**src/rtl/fmk_pkg.sv**
```systemverilog
// Package for the flight mode key controller.
// Holds the mode encoding, key codes, item and result structs and register indexes.
// No dependencies; the RTL files refer to it by scoped names and the testbench imports it.
package fmk_pkg;

	typedef enum logic [1:0] {
		FM_SAFE   = 2'd0,
		FM_PANIC  = 2'd1,
		FM_MANUAL = 2'd2
	} mode_t;

	localparam int NUM_MOTORS = 4;
	localparam int MOTOR_W = 15;
	localparam int LEVEL_W = 12;
	localparam int DELAY_W = 16;
	localparam int KEY_W = 8;
	localparam int CFG_IDX_W = 2;
	localparam int CFG_DATA_W = 16;
	localparam int IN_DATA_W = 24;
	localparam int OUT_DATA_W = 72;

	localparam logic [MOTOR_W-1:0] MOTOR_MAX = 15'd32767;
	localparam logic [MOTOR_W-1:0] MOTOR_STEP = 15'd10;
	localparam logic [MOTOR_W-1:0] PANIC_RPM = 15'd175;

	localparam logic OP_KEY = 1'b0;
	localparam logic OP_TICK = 1'b1;

	localparam logic [KEY_W-1:0] KEY_DIGIT_BASE = 8'd48;
	localparam logic [KEY_W-1:0] KEY_ESCAPE = 8'd27;
	localparam logic [KEY_W-1:0] KEY_ZERO = 8'd48;
	localparam logic [KEY_W-1:0] KEY_ONE = 8'd49;
	localparam logic [KEY_W-1:0] KEY_TWO = 8'd50;
	localparam logic [KEY_W-1:0] KEY_BATTERY = 8'd116;
	localparam logic [KEY_W-1:0] KEY_NOP_LOW = 8'd65;
	localparam logic [KEY_W-1:0] KEY_NOP_HIGH = 8'd68;

	localparam logic [KEY_W-1:0] KEY_UP [NUM_MOTORS] = '{8'd113, 8'd119, 8'd101, 8'd114};
	localparam logic [KEY_W-1:0] KEY_DOWN [NUM_MOTORS] = '{8'd97, 8'd115, 8'd100, 8'd102};

	localparam logic [CFG_IDX_W-1:0] REG_BATTERY_THRESHOLD = 2'd0;
	localparam logic [CFG_IDX_W-1:0] REG_BATTERY_WARNING = 2'd1;
	localparam logic [CFG_IDX_W-1:0] REG_PANIC_DELAY = 2'd2;

	localparam logic [LEVEL_W-1:0] THRESHOLD_RESET = 12'd580;
	localparam logic [LEVEL_W-1:0] WARNING_RESET = 12'd600;
	localparam logic [DELAY_W-1:0] DELAY_RESET = 16'd2000;

	typedef struct packed {
		logic [LEVEL_W-1:0] battery_threshold;
		logic [LEVEL_W-1:0] battery_warning_level;
		logic [DELAY_W-1:0] panic_delay_ticks;
	} cfg_t;

	typedef struct packed {
		logic               operation;
		logic [KEY_W-1:0]   key_code;
		logic [LEVEL_W-1:0] battery_level;
	} item_t;

	typedef struct packed {
		logic               exit_request;
		logic               battery_warn;
		logic               red_led;
		logic [MOTOR_W-1:0] motor_three;
		logic [MOTOR_W-1:0] motor_two;
		logic [MOTOR_W-1:0] motor_one;
		logic [MOTOR_W-1:0] motor_zero;
		mode_t              current_mode;
	} result_t;

endpackage

```
**src/rtl/fmk_cfg.sv**
```systemverilog
// Configuration registers of the flight mode key controller.
// Decodes writes on the configuration channel; uses fmk_pkg.
module fmk_cfg (
	input  logic                             clk,
	input  logic                             arst_n,
	input  logic                             wr_en,
	input  logic [fmk_pkg::CFG_IDX_W-1:0]    wr_index,
	input  logic [fmk_pkg::CFG_DATA_W-1:0]   wr_data,
	output fmk_pkg::cfg_t                    cfg
);

	fmk_pkg::cfg_t cfg_q;

	always_ff @(posedge clk or negedge arst_n) begin
		if (!arst_n) begin
			cfg_q.battery_threshold <= fmk_pkg::THRESHOLD_RESET;
			cfg_q.battery_warning_level <= fmk_pkg::WARNING_RESET;
			cfg_q.panic_delay_ticks <= fmk_pkg::DELAY_RESET;
		end else if (wr_en) begin
			unique case (wr_index)
				fmk_pkg::REG_BATTERY_THRESHOLD: begin
					cfg_q.battery_threshold <= wr_data[fmk_pkg::LEVEL_W-1:0];
				end
				fmk_pkg::REG_BATTERY_WARNING: begin
					cfg_q.battery_warning_level <= wr_data[fmk_pkg::LEVEL_W-1:0];
				end
				fmk_pkg::REG_PANIC_DELAY: begin
					cfg_q.panic_delay_ticks <= wr_data[fmk_pkg::DELAY_W-1:0];
				end
				default: begin
				end
			endcase
		end
	end

	assign cfg = cfg_q;

endmodule

```
**src/rtl/fmk_ctrl.sv**
```systemverilog
// Mode state and next-state logic of the flight mode key controller.
// Applies one item per step and presents the resulting outputs; uses fmk_pkg.
module fmk_ctrl (
	input  logic               clk,
	input  logic               arst_n,
	input  logic               step,
	input  fmk_pkg::item_t     item,
	input  fmk_pkg::cfg_t      cfg,
	output fmk_pkg::result_t   res
);

	fmk_pkg::mode_t                    mode_q, mode_d;
	logic [fmk_pkg::MOTOR_W-1:0]       motor_q [fmk_pkg::NUM_MOTORS];
	logic [fmk_pkg::MOTOR_W-1:0]       motor_d [fmk_pkg::NUM_MOTORS];
	logic [fmk_pkg::MOTOR_W-1:0]       motor_up [fmk_pkg::NUM_MOTORS];
	logic [fmk_pkg::MOTOR_W-1:0]       motor_dn [fmk_pkg::NUM_MOTORS];
	logic [fmk_pkg::NUM_MOTORS-1:0]    up_hit, dn_hit;
	logic [fmk_pkg::DELAY_W-1:0]       cnt_q, cnt_d, cnt_inc;
	logic                              led_q, led_d;
	logic                              exit_q, exit_d;
	logic                              warn;
	logic                              same_mode;
	logic [fmk_pkg::MOTOR_W:0]         up_sum [fmk_pkg::NUM_MOTORS];

	// Saturating step per motor and key decode per motor.
	always_comb begin
		for (int i = 0; i < fmk_pkg::NUM_MOTORS; i++) begin
			up_sum[i] = {1'b0, motor_q[i]} + {1'b0, fmk_pkg::MOTOR_STEP};
			motor_up[i] = (up_sum[i] > {1'b0, fmk_pkg::MOTOR_MAX}) ?
				fmk_pkg::MOTOR_MAX : up_sum[i][fmk_pkg::MOTOR_W-1:0];
			motor_dn[i] = (motor_q[i] < fmk_pkg::MOTOR_STEP) ?
				'0 : motor_q[i] - fmk_pkg::MOTOR_STEP;
			up_hit[i] = (item.key_code == fmk_pkg::KEY_UP[i]);
			dn_hit[i] = (item.key_code == fmk_pkg::KEY_DOWN[i]);
		end
	end

	assign cnt_inc = cnt_q + 16'd1;
	assign same_mode = (item.key_code == fmk_pkg::KEY_DIGIT_BASE + {6'd0, mode_q});

	always_comb begin
		mode_d = mode_q;
		motor_d = motor_q;
		cnt_d = cnt_q;
		led_d = led_q;
		exit_d = exit_q;
		warn = 1'b0;
		if (item.operation == fmk_pkg::OP_TICK) begin
			if (mode_q == fmk_pkg::FM_PANIC) begin
				cnt_d = cnt_inc;
				// A zero delay always passes the compare, so panic ends on the first tick.
				if (cnt_inc >= cfg.panic_delay_ticks || cnt_inc == '0) begin
					mode_d = fmk_pkg::FM_SAFE;
					for (int i = 0; i < fmk_pkg::NUM_MOTORS; i++) motor_d[i] = '0;
					cnt_d = '0;
				end
			end
		end else if (!same_mode) begin
			unique case (mode_q)
				fmk_pkg::FM_SAFE: begin
					priority if (item.key_code == fmk_pkg::KEY_TWO) begin
						mode_d = fmk_pkg::FM_MANUAL;
					end else if (item.key_code == fmk_pkg::KEY_ONE ||
							item.key_code == fmk_pkg::KEY_ZERO) begin
					end else if (item.key_code == fmk_pkg::KEY_ESCAPE) begin
						exit_d = 1'b1;
					end else begin
						led_d = ~led_q;
					end
				end
				fmk_pkg::FM_MANUAL: begin
					priority if ((|up_hit) || (|dn_hit)) begin
						for (int i = 0; i < fmk_pkg::NUM_MOTORS; i++) begin
							if (up_hit[i]) motor_d[i] = motor_up[i];
							if (dn_hit[i]) motor_d[i] = motor_dn[i];
						end
					end else if (item.key_code == fmk_pkg::KEY_BATTERY) begin
						if (item.battery_level < cfg.battery_threshold) begin
							mode_d = fmk_pkg::FM_PANIC;
							for (int i = 0; i < fmk_pkg::NUM_MOTORS; i++) begin
								motor_d[i] = fmk_pkg::PANIC_RPM;
							end
							cnt_d = '0;
						end else if (item.battery_level < cfg.battery_warning_level) begin
							warn = 1'b1;
						end
					end else if (item.key_code == fmk_pkg::KEY_ZERO) begin
						mode_d = fmk_pkg::FM_SAFE;
						for (int i = 0; i < fmk_pkg::NUM_MOTORS; i++) motor_d[i] = '0;
						cnt_d = '0;
					end else if (item.key_code == fmk_pkg::KEY_ONE) begin
						mode_d = fmk_pkg::FM_PANIC;
						for (int i = 0; i < fmk_pkg::NUM_MOTORS; i++) begin
							motor_d[i] = fmk_pkg::PANIC_RPM;
						end
						cnt_d = '0;
					end else if (item.key_code >= fmk_pkg::KEY_NOP_LOW &&
							item.key_code <= fmk_pkg::KEY_NOP_HIGH) begin
					end else begin
						led_d = ~led_q;
					end
				end
				default: begin
				end
			endcase
		end
	end

	always_ff @(posedge clk or negedge arst_n) begin
		if (!arst_n) begin
			mode_q <= fmk_pkg::FM_SAFE;
			for (int i = 0; i < fmk_pkg::NUM_MOTORS; i++) motor_q[i] <= '0;
			cnt_q <= '0;
			led_q <= 1'b0;
			exit_q <= 1'b0;
		end else if (step) begin
			mode_q <= mode_d;
			motor_q <= motor_d;
			cnt_q <= cnt_d;
			led_q <= led_d;
			exit_q <= exit_d;
		end
	end

	always_comb begin
		res.current_mode = mode_d;
		res.motor_zero = motor_d[0];
		res.motor_one = motor_d[1];
		res.motor_two = motor_d[2];
		res.motor_three = motor_d[3];
		res.red_led = led_d;
		res.battery_warn = warn;
		res.exit_request = exit_d;
	end

endmodule

```
**src/rtl/flight_mode_key_controller.sv**
```systemverilog
// Top level of the flight mode key controller.
// Input register, output register and handshakes; uses fmk_pkg, fmk_cfg and fmk_ctrl.
//
// Items arrive on the s_axis channel: tuser carries the operation (key event or
// one millisecond tick), tdata the key code and battery sample. Every item gives
// exactly one result on the m_axis channel with the mode, the four motor
// setpoints, the LED level, the battery warning and the exit flag.
// An accepted item is held in the input register, where it is applied to the mode
// state; its result is loaded into the output register when that register is empty
// or being read, which raises m_axis_tvalid.
// Throughput is one item per cycle unless the receiver stalls; the update is a
// single compare and add per motor and counter between input and output registers.
// When the receiver stalls, the output register holds its result and the input
// register holds one more item; s_axis_tready falls only when both are full.
// Registers are written on the cfg channel, which is always ready; write them
// only while no item is in flight.
// Reset puts the block in safe mode with the motors at zero, LED and exit flag
// cleared, the registers at their defaults and both item registers empty.
module flight_mode_key_controller (
	input  logic                                 clk,
	input  logic                                 arst_n,
	input  logic                                 s_axis_tvalid,
	output logic                                 s_axis_tready,
	// key_code [7:0], battery_level [19:8], zero fill [23:20]
	input  logic [fmk_pkg::IN_DATA_W-1:0]        s_axis_tdata,
	// operation [0]
	input  logic                                 s_axis_tuser,
	output logic                                 m_axis_tvalid,
	input  logic                                 m_axis_tready,
	// current_mode [1:0], motor_zero [16:2], motor_one [31:17], motor_two [46:32],
	// motor_three [61:47], red_led [62], battery_warn [63], exit_request [64],
	// zero fill [71:65]
	output logic [fmk_pkg::OUT_DATA_W-1:0]       m_axis_tdata,
	input  logic                                 cfg_valid,
	output logic                                 cfg_ready,
	input  logic [fmk_pkg::CFG_IDX_W-1:0]        cfg_index,
	input  logic [fmk_pkg::CFG_DATA_W-1:0]       cfg_data
);

	fmk_pkg::cfg_t     cfg;
	fmk_pkg::item_t    item_s1;
	logic              valid_s1;
	fmk_pkg::result_t  res;
	fmk_pkg::result_t  res_q;
	logic              out_valid_q;
	logic              advance;

	assign cfg_ready = 1'b1;

	fmk_cfg u_cfg (
		.clk      (clk),
		.arst_n   (arst_n),
		.wr_en    (cfg_valid & cfg_ready),
		.wr_index (cfg_index),
		.wr_data  (cfg_data),
		.cfg      (cfg)
	);

	assign advance = valid_s1 & (~out_valid_q | m_axis_tready);
	assign s_axis_tready = ~valid_s1 | advance;

	always_ff @(posedge clk or negedge arst_n) begin
		if (!arst_n) begin
			valid_s1 <= 1'b0;
		end else if (s_axis_tready) begin
			valid_s1 <= s_axis_tvalid;
		end
	end

	always_ff @(posedge clk) begin
		if (s_axis_tvalid && s_axis_tready) begin
			item_s1.operation <= s_axis_tuser;
			item_s1.key_code <= s_axis_tdata[7:0];
			item_s1.battery_level <= s_axis_tdata[19:8];
		end
	end

	fmk_ctrl u_ctrl (
		.clk    (clk),
		.arst_n (arst_n),
		.step   (advance),
		.item   (item_s1),
		.cfg    (cfg),
		.res    (res)
	);

	always_ff @(posedge clk or negedge arst_n) begin
		if (!arst_n) begin
			out_valid_q <= 1'b0;
			res_q <= '0;
		end else begin
			if (advance) begin
				out_valid_q <= 1'b1;
				res_q <= res;
			end else if (m_axis_tready) begin
				out_valid_q <= 1'b0;
			end
		end
	end

	assign m_axis_tvalid = out_valid_q;
	assign m_axis_tdata = {7'd0, res_q};

`ifndef SYNTHESIS
	a_panic_motors: assert property (@(posedge clk) disable iff (!arst_n)
		res_q.current_mode == fmk_pkg::FM_PANIC |->
			res_q.motor_zero == fmk_pkg::PANIC_RPM && res_q.motor_one == fmk_pkg::PANIC_RPM &&
			res_q.motor_two == fmk_pkg::PANIC_RPM && res_q.motor_three == fmk_pkg::PANIC_RPM)
		else $error("panic result without all motors at panic speed");

	a_safe_motors: assert property (@(posedge clk) disable iff (!arst_n)
		res_q.current_mode == fmk_pkg::FM_SAFE |->
			res_q.motor_zero == '0 && res_q.motor_one == '0 &&
			res_q.motor_two == '0 && res_q.motor_three == '0)
		else $error("safe result with a running motor");

	a_exit_sticky: assert property (@(posedge clk) disable iff (!arst_n)
		!$fell(res_q.exit_request))
		else $error("exit flag cleared after being set");

	a_hold_blocked: assert property (@(posedge clk) disable iff (!arst_n)
		valid_s1 && !advance |=> valid_s1 && $stable(item_s1))
		else $error("blocked input item lost or changed");
`endif

endmodule

```
**config.mk**
```make
export PLATFORM = sky130hd
export DESIGN_NAME = flight_mode_key_controller
export DESIGN_NICKNAME = d
export VERILOG_FILES = /design/src/rtl/fmk_pkg.sv /design/src/rtl/fmk_cfg.sv /design/src/rtl/fmk_ctrl.sv /design/src/rtl/flight_mode_key_controller.sv
export SDC_FILE = /design/constraint.sdc
export NUM_CORES = 1
export LEC_CHECK = 0
export BUFFER_PORTS_ARGS = -buffer_cell sky130_fd_sc_hd__buf_4
export CAP_MARGIN = 20
export CORE_ASPECT_RATIO = 0.9
export CORE_MARGIN = 4
export CORE_UTILIZATION = 60
export CTS_CLUSTER_DIAMETER = 120
export CTS_CLUSTER_SIZE = 20
export DETAILED_ROUTE_END_ITERATION = 8
export PLACE_DENSITY = 0.92
export REMOVE_ABC_BUFFERS = 1
export SYNTH_ARGS = -nofsm -noshare
export SYNTH_HDL_FRONTEND = slang
export SYNTH_SLANG_ARGS = --single-unit
```
**constraint.sdc**
```tcl
create_clock -name clk -period 4.8 [get_ports clk]
set_clock_uncertainty 0.05 [all_clocks]
set_input_delay 0.48 -clock clk [delete_from_list [all_inputs] [get_ports clk]]
set_output_delay 0.48 -clock clk [all_outputs]
set_load 0.03 [all_outputs]
```
==> metrics.md <==
| Metric | Value |
|---|---|
| Post-DP HPWL | `18270 um` |
| Reg area | `3725 sq um` |
| Core box area | `16410 sq um` |
| Actual slew at the worst max-slew pin | `1.039 ns` |
| Fmax | `243.6 MHz` |
| Placed cells | `1418` |
| Yosys reg bits | `144` |
| Pin count of the biggest net entering global routing | `47` |
| Worst min path class | `in -> async` |
| Grt ovf | `0` |
| Vias | `9639` |
| Fillers | `1193` |
| CTS tree | `yes` |
| CTS resizes | `0` |
| Post-CTS Setup Repair Bufs | `0` |
| Final Hold Fails | `0` |
| Initial core utilization | `62.04%` |
| Clock sink count | `144` |
| Status | `finished clean` |
| Area grow syn2layout | `13.19%` |
| Worst VDD drop | `0.2931 mV` |
| Die area | `19120 sq um` |
| Part of the cycle the worst path needs | `85.51%` |
| Clk_lat worst skew | `0.43 ns` |
| Initial antenna violation count | `0` |
| Wire per inst | `18.96 um` |
| RSZ-0062 raised after global routing | `false` |
| H-tree Lvls | `4` |
| Final Setup Violations | `0` |
| Std cell rows | `44` |
| Worst Reg2Reg Path Length in Cells | `11` |
| Most used flip-flop cell after synthesis | `dfrtp_1` |
| Antenna diodes | `0` |
| CTS root buf | `clkbuf_16` |
| Tmin final | `4.105 ns` |
| DRC viols | `0` |
| Yosys synthesis warning count | `0` |
| Non-Filler Instances | `1452` |
| GPL Wtd Cong | `0.9268` |
| Mapped Cells | `1181` |
| Crit end category | `flop` |
| Reg clk slew, reported paths | `0.07 ns` |
| Layout cell share with drive strength beyond 1 | `18.39%` |
| Most common cell after layout, fill and taps aside | `nand2_1` |
| Post-DRT Antenna Nets | `0` |
| Netlist cell types | `89` |
| Setup TNS | `0 ns` |
| P per Cell Area | `281.7 nW/um^2` |
| Multi-input combinational cell area | `5813 sq um` |
| Critical path type | `reg -> reg` |
| Die Width | `145.3 um` |
| Maxcap violations | `0` |
| DP Worst Slack | `0.7749 ns` |
| First-pass DRT Iterations | `6` |
| Final WS setup | `0.6955 ns` |
| Worst-path fanout max | `28` |
| Most frequent cells in the layout | `nand2_1, buf_4, dfrtp_1` |
| Routed vias/inst | `6.638` |
| Final #Nets | `1328` |
| EDFF count, synth | `21` |
| Worst EP arrival | `4.37 ns` |
| Syn Area/Cell | `8.619 sq um` |
| CP required | `5.06 ns` |
| Post-synthesis async set-or-reset flop share | `85.42%` |
| DRT Wirelength | `27530 um` |
| Io pins | `123` |
| Vias in the first global route | `8903` |
| Hold Buf Count CTS | `0` |
| Synthesized cell area | `10180 sq um` |
| Port Buffers | `110` |
| Initial drt markers | `1213` |
| Die Y-Extent | `131.6 um` |
| Final Max Slew Viols | `0` |
| CP startpoint kind | `flop` |
| Relative slew slack | `28.92%` |
| Number of buffers created by CTS | `17` |
| Leak pwr | `5.078 nW` |
| Seq/Total Area, Yosys | `36.59%` |
| Maximum clock path buffer count | `2` |
| Global-route wire length before repair | `44390 um` |
| Overall global routing resource usage | `27.37%` |
==> cell usage after synthesis, drive strengths merged, types with 16 or more instances <==
library cell,number,area (sq um)
ha,48,600.6
o22a,20,175.2
nand3,30,150.1
a21oi,77,385.4
nor2,88,335.3
dfrtp,110,2753
inv,59,221.5
edfxtp,21,630.6
clkbuf,59,224.0
a211oi,22,165.2
buf,36,227.7
o31ai,26,195.2
nand2,122,457.9
o21ai,91,455.4
nand4,19,133.9
mux2,33,375.3
nand2b,18,112.6
nor3,44,235.2
nor4,16,127.6
a21o,26,195.2
==> worst max-delay path, cell delays in order, from the launching register on <==
cell and delay, ns:
dfrtp_1 0.51, nand3_1 0.42, nor2_1 0.41, xor2_1 0.21, ha_1 0.27, a211o_1 0.29, a2111oi_0 0.47, o221ai_1 0.19
buf_4 0.22, o211ai_4 0.61, a211oi_1 0.12, a21o_1 0.20
==> cell families (layout without fill, tap and decap cells) <==
kind of cell / Yosys count / count (layout) / synth area share, %
and+or+nand+nor: 410 / 410 / 20.57
xor gates and xnor gates: 22 / 22 / 1.893
DFF: 144 / 144 / 36.59
adders and majority gates: 48 / 48 / 5.900
AOI/OAI and AO/OA: 362 / 362 / 24.08
buffers and inverters: 154 / 212 / 6.613
other: 2 / 8 / 0.07378
muxes: 39 / 39 / 4.278
==> flip-flops by register name, summed over array words and instances, names as in the netlist <==
| register | count |
|---|---|
| m_axis_tvalid | 1 |
| u_cfg.cfg | 40 |
| u_ctrl.mode_q | 2 |
| u_ctrl.exit_q | 1 |
| u_ctrl.motor_q | 45 |
| m_axis_tdata | 16 |
| u_ctrl.cnt_q | 16 |
| valid_s1 | 1 |
| u_ctrl.led_q | 1 |
| item_s1 | 21 |
==> routing by layer <==
| metal | track usage (%) | routed length (um) | vias to the layer above | part of all wire (%) |
|---|---|---|---|---|
| met5 | 0 | 0 | - | 0 |
| met4 | 8.492 | 743 | 0 | 2.7 |
| met3 | 6.336 | 2438 | 80 | 8.9 |
| met2 | 43.16 | 12880 | 584 | 47 |
| met1 | 37.84 | 11470 | 4524 | 42 |
| li1 | - | - | 4451 | - |
==> power breakdown <==
part	leakage (nW)	total [mW]	switching [mW]	internal [mW]
Sequential	1.80	1.43	0.0845	1.35
Clock	0.294	1.32	0.580	0.742
Combinational	2.98	0.492	0.286	0.206
Total	5.08	3.24	0.950	2.30
==> final cells by class <==
class | instances | share of cell area [%]
Timing Repair Buffer | 121 | 7.950
Clock inverter | 13 | 0.9666
Sequential cell | 144 | 32.33
Clock buffer | 19 | 4.127
Multi-Input combinational cell | 889 | 50.46
Tap cell | 207 | 2.248
Inverter | 59 | 1.922
==> per-stage QoR <==
| stage | total power [mW] | hold WS (ns) | util [%] | instance area, sq um |
|---|---|---|---|---|
| 2_1_floorplan | 1.736 | 0.1344 | - | 9749 |
| 5_1_grt | 3.371 | 0.04734 | 70.23 | 11520 |
| 4_1_cts | 3.239 | 0.01711 | 70.09 | 11500 |
| 6_report | 3.245 | 0.002502 | 70.23 | 11520 |
| 3_5_place_dp | 1.921 | 0.4276 | 66.51 | 10910 |
| 3_3_place_gp | 1.886 | 0.4050 | 66.51 | 10910 |
==> final timing paths <==
check / start / endpoint / slack, ns
setup / recovery: u_ctrl.cnt_q[2]$_DFFE_PN0P_ / m_axis_tdata[3]$_DFFE_PN0P_ / 0.70
hold / removal: arst_n / u_cfg.cfg[15]$_DFFE_PN0P_ / 0.003
setup reg to reg: u_ctrl.cnt_q[2]$_DFFE_PN0P_ / m_axis_tdata[3]$_DFFE_PN0P_ / 0.70
hold reg to reg: u_ctrl.exit_q$_DFFE_PN0P_ / u_ctrl.exit_q$_DFFE_PN0P_ / 0.45
max in group asynchronous: arst_n / u_ctrl.motor_q[44]$_DFFE_PN0P_ / 3.69
min in group clk: s_axis_tdata[8] / item_s1[0]$_DFFE_PP_ / 0.17
No activity file was read; power rests on OpenSTA's default activity.
